==> src/sv/spu_pkg.sv <==
// ---------------------------------------------------------------------------
// spu_pkg
// Types and constants shared by the starfield projection unit
// ---------------------------------------------------------------------------
package spu_pkg;

  // configuration register indexes
  localparam logic [2:0] REG_SCREEN_WIDTH  = 3'd0;
  localparam logic [2:0] REG_SCREEN_HEIGHT = 3'd1;
  localparam logic [2:0] REG_DEPTH_STEP    = 3'd2;
  localparam logic [2:0] REG_FAR_DEPTH     = 3'd3;
  localparam logic [2:0] REG_PEN_BAND      = 3'd4;

  // reset values of the registers
  localparam logic [12:0] RST_SCREEN_WIDTH  = 13'd320;
  localparam logic [12:0] RST_SCREEN_HEIGHT = 13'd256;
  localparam logic [7:0]  RST_DEPTH_STEP    = 8'd10;
  localparam logic [9:0]  RST_FAR_DEPTH     = 10'd500;
  localparam logic [9:0]  RST_PEN_BAND      = 10'd200;

  // item modes
  localparam logic MODE_LOAD    = 1'b0;
  localparam logic MODE_ADVANCE = 1'b1;

  typedef struct packed {
    logic               mode;
    logic [8:0]         star_index;
    logic signed [15:0] coord_x;
    logic signed [15:0] coord_y;
    logic [9:0]         load_depth;
  } in_word_t;

  typedef struct packed {
    logic        visible;
    logic [11:0] pixel_x;
    logic [11:0] pixel_y;
    logic [10:0] pen;
  } out_word_t;

  typedef struct packed {
    logic [12:0] screen_width;
    logic [12:0] screen_height;
    logic [7:0]  depth_step;
    logic [9:0]  far_depth;
    logic [9:0]  pen_band;
  } cfg_t;

  // word handed from front to back
  typedef struct packed {
    logic               adv;
    logic signed [15:0] x;
    logic signed [15:0] y;
    logic [9:0]         z;
  } q_item_t;

endpackage

==> src/sv/spu_queue.sv <==
// ---------------------------------------------------------------------------
// spu_queue
// Two-entry queue between front and back
// ---------------------------------------------------------------------------
module spu_queue import spu_pkg::*; (
  input  logic    clk,
  input  logic    rst_n,
  input  logic    push,
  input  q_item_t push_item,
  input  logic    pop,
  output logic    not_empty,
  output logic    full,
  output q_item_t pop_item
);

  q_item_t    buf_r [2];
  logic       wr_ptr_r, rd_ptr_r;
  logic [1:0] count_r, count_nxt;

  assign not_empty = (count_r != 2'd0);
  assign full      = (count_r == 2'd2);
  assign pop_item  = buf_r[rd_ptr_r];

  // occupancy
  always_comb begin
    count_nxt = count_r;
    if (push && !(pop && not_empty)) begin
      count_nxt = count_r + 2'd1;
    end else if (!push && pop && not_empty) begin
      count_nxt = count_r - 2'd1;
    end
  end

  always_ff @(posedge clk) begin
    if (!rst_n) begin
      wr_ptr_r <= 1'b0;
      rd_ptr_r <= 1'b0;
      count_r  <= 2'd0;
    end else begin
      count_r <= count_nxt;
      if (push) begin
        wr_ptr_r <= ~wr_ptr_r;
      end
      if (pop && not_empty) begin
        rd_ptr_r <= ~rd_ptr_r;
      end
    end
  end

  always_ff @(posedge clk) begin
    if (push) begin
      buf_r[wr_ptr_r] <= push_item;
    end
  end

endmodule

==> config.mk <==
export PLATFORM = sky130hd
export DESIGN_NAME = spu_queue
export DESIGN_NICKNAME = d
export VERILOG_FILES = /design/src/sv/spu_pkg.sv /design/src/sv/spu_queue.sv
export SDC_FILE = /design/constraint.sdc
export NUM_CORES = 1
export LEC_CHECK = 0
export ABC_AREA = 1
export BUFFER_PORTS_ARGS = -buffer_cell sky130_fd_sc_hd__buf_2
export CELL_PAD_IN_SITES_DETAIL_PLACEMENT = 0
export CELL_PAD_IN_SITES_GLOBAL_PLACEMENT = 2
export CORE_ASPECT_RATIO = 0.5
export CORE_UTILIZATION = 34
export CTS_CLUSTER_DIAMETER = 200
export DETAILED_ROUTE_END_ITERATION = 10
export PLACE_DENSITY = 0.74
export SKIP_LAST_GASP = 1
export SLEW_MARGIN = 25
export SYNTH_ARGS = -nofsm -noshare
export SYNTH_HDL_FRONTEND = slang
export SYNTH_SLANG_ARGS = --single-unit
==> constraint.sdc <==
create_clock -name clk -period 2.8 [get_ports clk]
set_clock_uncertainty 0.05 [all_clocks]
set_input_delay 0 -clock clk [delete_from_list [all_inputs] [get_ports clk]]
set_output_delay 0 -clock clk [all_outputs]
set_load 0.02 [all_outputs]
==> results.md <==
- Status: completed
- Router iterations before antenna repair: 4
- RSZ-0062 raised after global routing: false
- Final min period: 1.95 ns
- Count of different cell masters after synthesis: 16
- Startpoint Class: flop
- Crit. End Element: primary output
- Clk_lat worst skew: ~0.33 ns
- Final WL: 6.10 mm
- Syn Inst Count: 170
- Total track usage: between 10% and 20%
- Mapped Area: between 3000 and 4000 um2
- Worst Max-Slew Pin Slew: 0.951 ns
- Crit Path Category: reg2out
- Slowest CP cell: dfxtp_2
- Post-synth ARST share: 0%
- Slowest stage delay, CP: 0.78 ns
- Final hold vios: 0
- Final net count: around 360
- Sequential area share after synthesis: 75.5%
- Syn Nets: between 200 and 250
- Clk buf depth: 2
- Power per cell area: between 600 and 700 nW/um2
- Die Height: between 70 and 80 um
- CTS tree: yes
- DRT antenna net count: 0
- Postcts setup bufs: 0
- CTS sink cnt: a little over 90
- Worst path required time: roughly 2.8 ns
- DP Cell Count: ~400
- Full die area: ~11000 um2
- Clk Tree Root Cell: clkbuf_16
- Fraction of layout cells with a size suffix above 1: a little under 50%
- Initial DRC count: 60
- Fin crit share: a little over two thirds
- Area leader, netlist: edfxtp_1
- Routed WL per cell: between 10 and 15 um
- Via count: ~1900
- First-pass GRT wire length: roughly 9.5 mm
- Critical Path Fanout Max: 23
- Post-synth EDFFs: 86
- Detailed Place HPWL: between 3 and 4 mm
- Maximum clock frequency: between 0.5 and 0.6 GHz
- Core area: about 9800 um2
- # Max-Cap Violations: 0
- IO Port Bufs: 91
- Final setup TNS: 0 ns
- Die W: about 150 um
- Synth Area per Inst: between 20 and 25 um2
- Cell Chain, Critical Path: buf_12 -> mux2_4 -> buf_2
- Largest cells by area after synthesis: edfxtp_1 (73%), mux2_4 (17%), dfxtp_1 (2.8%)
- Largest net degree at the start of global routing: between 40 and 50
- Antenna Cells: 0
- Total grt overflow: 0
- Final setup vio count: 0
- #FFs+latches synth: ~90
- Max Slew Vio Count: 0
- Final Instance Count excl. Fillers: 455
- WP data arrival: 1.90 ns
- Hold slack: around 0.020 ns
- Predominant post-synthesis flop cell: edfxtp_1
- Final GP Congestion: around 0.75
- Leakage power: between 0.0015 and 0.002 uW
- Site Rows: 25
- Total CTS buffers: 9
- Tightest Hold Check Type: in2reg
- Slew headroom: about 37%
- Starting Density: between 30% and 40%
- Vias in the first global route: approximately 2000
- Htree depth: 3
- Top-area cell type share of the netlist area: ~73%
- Initial antenna violation count: 0
- Ys Warns: 0
- Area growth from synthesis to layout: 37.1%
- DRC errors left: 0
- Via density: 4.16
- Clk slew on worst S/H paths: around 0.05 ns
- Io pins: 92
- VDD IR max: 0.302 mV
## flip-flops by register name, summed over array words and instances, names as in the netlist, named ones only
name      count
buf_r        86
count_r       2
rd_ptr_r      1
wr_ptr_r      1
## per-stage QoR
step | power, uW | area (um2) | worst slack [ns] | util [%]
floorplan | 1950 | 3550 | 0.176 | -
global placement | 2060 | 4140 | 1.19 | 42.2
detailed placement | 2070 | 4140 | 1.16 | 42.2
CTS | 3230 | 4870 | 0.804 | 49.8
global route | 3320 | 4870 | 0.758 | 49.8
finish | 3180 | 4870 | 0.850 | 49.8
## placed cells by master (no fill, tap or decap)
cell type,instances
mux2_2,3
nand3_1,2
nand2_1,6
o21ai_0,1
nor3_1,2
nand2_4,2
clkinv_2,3
inv_2,2
dfxtp_1,4
mux2_4,40
nor2_1,7
dfxtp_2,1
clkbuf_16,9
nor2_4,1
a31oi_1,1
buf_2,91
buf_12,2
dlygate4sd3_1,46
clkbuf_1,2
clkbuf_8,2
inv_1,6
edfxtp_1,86
xor2_1,1
## kinds of logic after synthesis
| logic type | share of synthesized area [%] |
|---|---|
| DFF | 75.5 |
| muxes | 17.9 |
| and+or+nand+nor | 2.68 |
| buffers and inverters | 3.42 |
| AOI/OAI and AO/OA | 0.317 |
| xor gates and xnor gates | 0.247 |
## worst paths after layout
path	start	end	slack (ns)	cells past startpoint
worst max-delay path	flop	pop_item[31]	0.85	3
worst min-delay path	pop	flop	0.02	4
worst max register to register	wr_ptr_r	buf_r[1][7]	1.20	2
worst min register to register	rd_ptr_r	flop	0.45	2
## worst max-delay path, delay by kind of cell (launching register included)
| family | cells | cell delay [ns] |
|---|---|---|
| buffers and inverters | 2 | 0.45 |
| DFF | 1 | 0.78 |
| muxes | 1 | 0.32 |
## layout make-up
class | count | area (um2)
fill | 822 | 4920
sequential | 91 | 2680
timing repair buffer | 139 | 956
multi-input combinational | 66 | 757
clock buffer | 13 | 260
tap | 135 | 169
inverter | 8 | 30.0
clock inverter | 3 | 15.0
## synth_stat cells (2+ instances only)
master,count
nor3_1,2
edfxtp_1,86
nand3_1,2
nand2_1,6
nor2_1,8
inv_1,7
mux2_4,40
nand2_4,2
dfxtp_1,5
buf_12,4
mux2_2,3
## power by group
part	internal [uW]	switching, uW	total [uW]
logic	244	233	477
registers	1570	38.5	1610
clock network	645	444	1090
total	2460	716	3180
## repair_timing
item	CTS	global route
hold endpoints to repair	90	0
gates resized for setup	0	0
hold buffers	46	0
## layer usage
metal	GRT usage [%]	wire [um]	part of all wire (%)
met5	0	0	0
met1	12.6	2460	40
met4	4.86	82	1.3
met2	21.9	3350	55
met3	4.97	204	3.3
No activity file was read; power rests on OpenSTA's default activity.
