===== src/sv/spu_pkg.sv =====
// ---------------------------------------------------------------------------
// spu_pkg
// Types and constants shared by the starfield projection unit
// ---------------------------------------------------------------------------
package spu_pkg;

  // configuration register indexes
  localparam logic [2:0] REG_SCREEN_WIDTH  = 3'd0;
  localparam logic [2:0] REG_SCREEN_HEIGHT = 3'd1;
  localparam logic [2:0] REG_DEPTH_STEP    = 3'd2;
  localparam logic [2:0] REG_FAR_DEPTH     = 3'd3;
  localparam logic [2:0] REG_PEN_BAND      = 3'd4;

  // reset values of the registers
  localparam logic [12:0] RST_SCREEN_WIDTH  = 13'd320;
  localparam logic [12:0] RST_SCREEN_HEIGHT = 13'd256;
  localparam logic [7:0]  RST_DEPTH_STEP    = 8'd10;
  localparam logic [9:0]  RST_FAR_DEPTH     = 10'd500;
  localparam logic [9:0]  RST_PEN_BAND      = 10'd200;

  // item modes
  localparam logic MODE_LOAD    = 1'b0;
  localparam logic MODE_ADVANCE = 1'b1;

  typedef struct packed {
    logic               mode;
    logic [8:0]         star_index;
    logic signed [15:0] coord_x;
    logic signed [15:0] coord_y;
    logic [9:0]         load_depth;
  } in_word_t;

  typedef struct packed {
    logic        visible;
    logic [11:0] pixel_x;
    logic [11:0] pixel_y;
    logic [10:0] pen;
  } out_word_t;

  typedef struct packed {
    logic [12:0] screen_width;
    logic [12:0] screen_height;
    logic [7:0]  depth_step;
    logic [9:0]  far_depth;
    logic [9:0]  pen_band;
  } cfg_t;

  // word handed from front to back
  typedef struct packed {
    logic               adv;
    logic signed [15:0] x;
    logic signed [15:0] y;
    logic [9:0]         z;
  } q_item_t;

endpackage


===== src/sv/spu_back.sv =====
// ---------------------------------------------------------------------------
// spu_back
// Pipelined dividers for x/z, y/z and z/band, then clip and pen
// ---------------------------------------------------------------------------
module spu_back import spu_pkg::*; (
  input  logic      clk,
  input  logic      rst_n,
  input  logic      in_valid,
  input  q_item_t   in_item,
  input  cfg_t      cfg,
  output logic      out_valid,
  output out_word_t out_word
);

  localparam int NSTG = 16;

  typedef struct packed {
    logic        adv;
    logic        neg_x;
    logic        neg_y;
    logic [10:0] rem_x;
    logic [15:0] num_x;
    logic [10:0] rem_y;
    logic [15:0] num_y;
    logic [10:0] rem_p;
    logic [15:0] num_p;
    logic [9:0]  div;
  } dstage_t;

  dstage_t    stg_r   [NSTG+1];
  logic       vld_r   [NSTG+1];
  logic [9:0] band_eff;

  // one restoring step: remainder and numerator shift, quotient bit enters at the bottom
  function automatic logic [26:0] div_step(input logic [10:0] rem, input logic [15:0] num,
                                           input logic [9:0] dv);
    logic [10:0] t;
    logic        q;
    t = {rem[9:0], num[15]};
    q = (t >= {1'b0, dv});
    if (q) begin
      t = t - {1'b0, dv};
    end
    return {t, num[14:0], q};
  endfunction

  assign band_eff = (cfg.pen_band == 10'd0) ? 10'd1 : cfg.pen_band;

  // entry stage: magnitudes
  always_ff @(posedge clk) begin
    if (!rst_n) begin
      vld_r[0] <= 1'b0;
    end else begin
      vld_r[0] <= in_valid;
    end
  end

  always_ff @(posedge clk) begin
    stg_r[0].adv   <= in_item.adv;
    stg_r[0].neg_x <= in_item.x[15];
    stg_r[0].neg_y <= in_item.y[15];
    stg_r[0].rem_x <= 11'd0;
    stg_r[0].rem_y <= 11'd0;
    stg_r[0].rem_p <= 11'd0;
    stg_r[0].num_x <= in_item.x[15] ? 16'(-in_item.x) : in_item.x;
    stg_r[0].num_y <= in_item.y[15] ? 16'(-in_item.y) : in_item.y;
    stg_r[0].num_p <= {6'd0, in_item.z};
    stg_r[0].div   <= in_item.z;
  end

  // divider stages, one quotient bit each
  for (genvar i = 0; i < NSTG; i++) begin : g_div
    always_ff @(posedge clk) begin
      if (!rst_n) begin
        vld_r[i+1] <= 1'b0;
      end else begin
        vld_r[i+1] <= vld_r[i];
      end
    end

    always_ff @(posedge clk) begin
      stg_r[i+1].adv   <= stg_r[i].adv;
      stg_r[i+1].neg_x <= stg_r[i].neg_x;
      stg_r[i+1].neg_y <= stg_r[i].neg_y;
      stg_r[i+1].div   <= stg_r[i].div;
      {stg_r[i+1].rem_x, stg_r[i+1].num_x} <=
        div_step(stg_r[i].rem_x, stg_r[i].num_x, stg_r[i].div);
      {stg_r[i+1].rem_y, stg_r[i+1].num_y} <=
        div_step(stg_r[i].rem_y, stg_r[i].num_y, stg_r[i].div);
      {stg_r[i+1].rem_p, stg_r[i+1].num_p} <=
        div_step(stg_r[i].rem_p, stg_r[i].num_p, band_eff);
    end
  end

  // sign fix, center offset, clip
  logic signed [16:0] qx, qy;
  logic signed [17:0] px, py;
  logic               vis;
  out_word_t          res;

  always_comb begin
    qx  = stg_r[NSTG].neg_x ? -$signed({1'b0, stg_r[NSTG].num_x})
                            : $signed({1'b0, stg_r[NSTG].num_x});
    qy  = stg_r[NSTG].neg_y ? -$signed({1'b0, stg_r[NSTG].num_y})
                            : $signed({1'b0, stg_r[NSTG].num_y});
    px  = $signed({6'd0, cfg.screen_width[12:1]}) + 18'(qx);
    py  = $signed({6'd0, cfg.screen_height[12:1]}) + 18'(qy);
    vis = stg_r[NSTG].adv &&
          !px[17] && (px[16:0] < {4'd0, cfg.screen_width}) &&
          !py[17] && (py[16:0] < {4'd0, cfg.screen_height});
    res = '0;
    if (vis) begin
      res.visible = 1'b1;
      res.pixel_x = px[11:0];
      res.pixel_y = py[11:0];
      res.pen     = stg_r[NSTG].num_p[10:0] + 11'd1;
    end
  end

  always_ff @(posedge clk) begin
    if (!rst_n) begin
      out_valid <= 1'b0;
    end else begin
      out_valid <= vld_r[NSTG];
    end
  end

  always_ff @(posedge clk) begin
    out_word <= res;
  end

endmodule


===== config.mk =====
export PLATFORM = sky130hd
export DESIGN_NAME = spu_back
export DESIGN_NICKNAME = d
export VERILOG_FILES = /design/src/sv/spu_pkg.sv /design/src/sv/spu_back.sv
export SDC_FILE = /design/constraint.sdc
export NUM_CORES = 2
export LEC_CHECK = 0
export BUFFER_PORTS_ARGS = -buffer_cell sky130_fd_sc_hd__buf_2
export CAP_MARGIN = 10
export CORE_MARGIN = 3
export CORE_UTILIZATION = 55
export CTS_CLUSTER_DIAMETER = 150
export DETAILED_ROUTE_END_ITERATION = 8
export PLACE_DENSITY = 0.83
export SLEW_MARGIN = 25
export SYNTH_ARGS = -nofsm -noshare
export SYNTH_HDL_FRONTEND = slang
export SYNTH_SLANG_ARGS = --single-unit

===== constraint.sdc =====
create_clock -name clk -period 6.8 [get_ports clk]
set_clock_uncertainty 0.1 [all_clocks]
set_input_delay 1.02 -clock clk [delete_from_list [all_inputs] [get_ports clk]]
set_output_delay 1.02 -clock clk [all_outputs]
set_load 0.02 [all_outputs]

==> flow_metrics.env <==
export IMPL_status="finished, final reports clean"
export IMPL_timing_rr_start="stg_r[64]"
export IMPL_final_cell_mix="dfxtp_1 (1325), ha_1 (510), inv_1 (418)"
export IMPL_power_leakage_nw=27.6
export IMPL_ctsLongestPathBuffers=3
export IMPL_clock_latency_ns=0.74
export IMPL_clkSlewWorstSetupHoldPaths_ns=0.06
export IMPL_ir_worst_vdd_v=0.000290
export IMPL_maxCapViolations=0
export IMPL_post_cts_buffers=0
export IMPL_htree_levels=4
export IMPL_cts_resized_gates=0
export IMPL_vias=35200
export IMPL_min_path_cells=0
export IMPL_hp_class="register to register"
export IMPL_synth_seq_cells=1325
export IMPL_synth_top_area_share_pct=49.6
export IMPL_final_antenna_net_count=0
export IMPL_synth_edf_count=0
export IMPL_tns_ns=0
export IMPL_setup_ws_ns=0.951
export IMPL_antenna_found_initial=3
export IMPL_grt_pass1_wl_um=176000
export IMPL_yosysTopAreaCell="dfxtp_1"
export IMPL_cts_made_buffers=131
export IMPL_cp_start_kind="register"
export IMPL_finalSetupViolCount=0
export IMPL_post_drt_via_cell_ratio=5.40
export IMPL_reg2reg_depth=21
export IMPL_cp_end_kind="register"
export IMPL_dr_pass1_iters=5
export IMPL_cts_root_buf="clkbuf_16"
export IMPL_nFillCells=7244
export IMPL_die_h_um=318
export IMPL_die_width_um=318
export IMPL_drive_gt1_share_pct=12.8
export IMPL_wl_um=108000
export IMPL_overflow=0
export IMPL_cts_tree="yes"
export IMPL_yosys_warnings=0
export IMPL_fin_nets=5802
export IMPL_synthArstFlopShare_pct=0
export IMPL_io_pins=137
export IMPL_worst_pin_slew_ns=1.05
export IMPL_grt_usage_pct=21.0
export IMPL_synth_ff_type="dfxtp_1"
export IMPL_place_port_buffers=118
export IMPL_crit_fanout=36
export IMPL_grt_max_degree=37
export IMPL_clock_sink_count=1325
export IMPL_crit_end="out_word[10]"
export IMPL_routabilityCongestion=0.905
export IMPL_yosysSeqAreaShare_pct=49.6
export IMPL_crit_start="stg_r[64]"
export IMPL_rsz0062_at_grt="false"
export IMPL_critical_path_required_ns=7.31
export IMPL_syn_cell_area_um2=53500
export IMPL_synthTopCellsByArea="dfxtp_1 (50%), ha_1 (12%), mux2_2 (5.1%)"
export IMPL_final_hold_violation_count=0
export IMPL_fp_coreArea_um2=95700
export IMPL_row_count=113
export IMPL_r2r_slack_ns=0.95
export IMPL_synthToLayoutAreaGrowth_pct=12.2
export IMPL_netlist_instances=4952
export IMPL_grt_pass1_vias=35200
export IMPL_hold_buffers=0
export IMPL_clock_fmax_mhz=171
export IMPL_fin_crit_ns=5.85
export IMPL_drv_slew=0
export IMPL_r2r_end="out_word[10]"
export IMPL_timing_slew_headroom_pct=30.1
export IMPL_dieArea_um2=101000
export IMPL_drt_iter0_drc=1868
export IMPL_layout_commonest_cell="dfxtp_1"
export IMPL_hpwlAfterDp_um=79400
export IMPL_route_detailed_drc=0
export IMPL_start_util_pct=55.9
export IMPL_ys_types=68
export IMPL_crit_type="register to register"
export IMPL_power_density_nw_per_um2=460
export IMPL_wl_per_cell_um=16.6
export IMPL_pre_cts_ws_ns=0.988
export IMPL_syn_avg_cell_area_um2=10.8
export IMPL_cp_arrival_ns=6.36
export IMPL_fin_crit_sh_pct=86.0
## cell usage after synthesis (14+ instances only)
library cell / count
a221oi_1: 38
nand4_1: 83
fa_1: 44
o21ai_0: 255
a21oi_1: 194
nand3_1: 21
inv_1: 418
nor2b_1: 147
clkbuf_1: 55
or2_2: 40
a21o_1: 140
and3_1: 14
xnor2_1: 217
a21boi_0: 40
mux2_2: 243
or3_1: 19
xor2_1: 127
nor3b_2: 21
nand2b_1: 61
and2_1: 61
dfxtp_1: 1325
o31ai_1: 67
mux2i_1: 69
nand2_1: 208
ha_1: 510
nor2_1: 180
nor3_1: 97
a211oi_1: 47
a311o_1: 33
a31oi_1: 39
## layout make-up
cell class                 instances  area [µm²]  share of cell area (%)
multi-input combinational       3146       25200                    42.0
clock inverter                    56         756                    1.26
inverter                         418        1570                    2.61
tap                             1265        1580                    2.64
clock buffer                     172        3740                    6.23
sequential                      1325       26500                    44.2
timing repair buffer             126         651                    1.08
antenna                            2        5.00                 0.00834
## through the flow
stage	power (W)	hold WS, ns	std cells	area [µm²]	utilization (%)
floorplan	0.0181	0.210	4955	53500	-
global placement	0.0198	0.210	6280	55500	58.0
detailed placement	0.0201	0.212	6280	55500	58.0
CTS	0.0277	0.212	6508	60000	62.7
global route	0.0294	0.220	6510	60000	62.7
finish	0.0276	0.201	6510	60000	62.7
## cell families (layout without fill, tap and decap cells)
family / count (synthesis) / in the layout / share of synthesized area, %
flops: 1325 / 1325 / 49.6
fa+ha+maj: 554 / 554 / 13.6
compound gates: 924 / 924 / 11.1
simple gates: 1008 / 1008 / 10.2
mux: 312 / 312 / 6.41
buf+inv: 484 / 772 / 3.45
xor+xnor: 344 / 344 / 5.63
other cells: 1 / 6 / 0.00701
## report_power, final
part / switching, W / internal (W) / total, W / leakage, nW
Sequential: 0.000927 / 0.00963 / 0.0106 / 11.1
Combinational: 0.00494 / 0.00472 / 0.00966 / 14.4
Clock: 0.00298 / 0.00439 / 0.00737 / 2.17
## critical path, stage by stage (launching register included)
cell and delay [ns]:
dfxtp_1 0.36, inv_1 0.07, ha_1 0.15, or3b_2 0.54
nand2_1 0.12, xnor2_1 0.17, ha_1 0.30, a21oi_1 0.14
o21ai_0 0.19, a211o_1 0.36, a31o_2 0.24, a21o_1 0.20
a31o_2 0.25, xor2_1 0.19, ha_1 0.29, a31oi_1 0.18
nand4_1 0.11, a41oi_1 0.18, o31ai_1 0.10, a311oi_1 0.38
nand4_4 0.64, nor3_1 0.43
## flip-flops by register name (all words and copies together) (netlist names)
name and flops:
out_valid 1, out_word 36, stg_r 1271, vld_r 17
## layer usage
| layer | global-route usage [%] | up-vias | wire length (µm) |
|---|---|---|---|
| met5 | 0 | - | 0 |
| met4 | 10.0 | 0 | 4610 |
| met3 | 3.37 | 285 | 4580 |
| met2 | 36.8 | 845 | 52400 |
| met1 | 25.2 | 16400 | 46400 |
| li1 | - | 17700 | - |
## worst min path at each step
stage                start     endpoint  slack, ns
2_1_floorplan  stg_r[1098]  stg_r[1005]       0.21
3_3_place_gp    stg_r[413]   stg_r[320]       0.21
3_5_place_dp   stg_r[1174]  stg_r[1081]       0.21
4_1_cts         stg_r[820]   stg_r[727]       0.21
5_1_grt        stg_r[1477]  stg_r[1384]       0.22
6_report       stg_r[1083]   stg_r[990]       0.20
(Power assumes the default switching activity.)
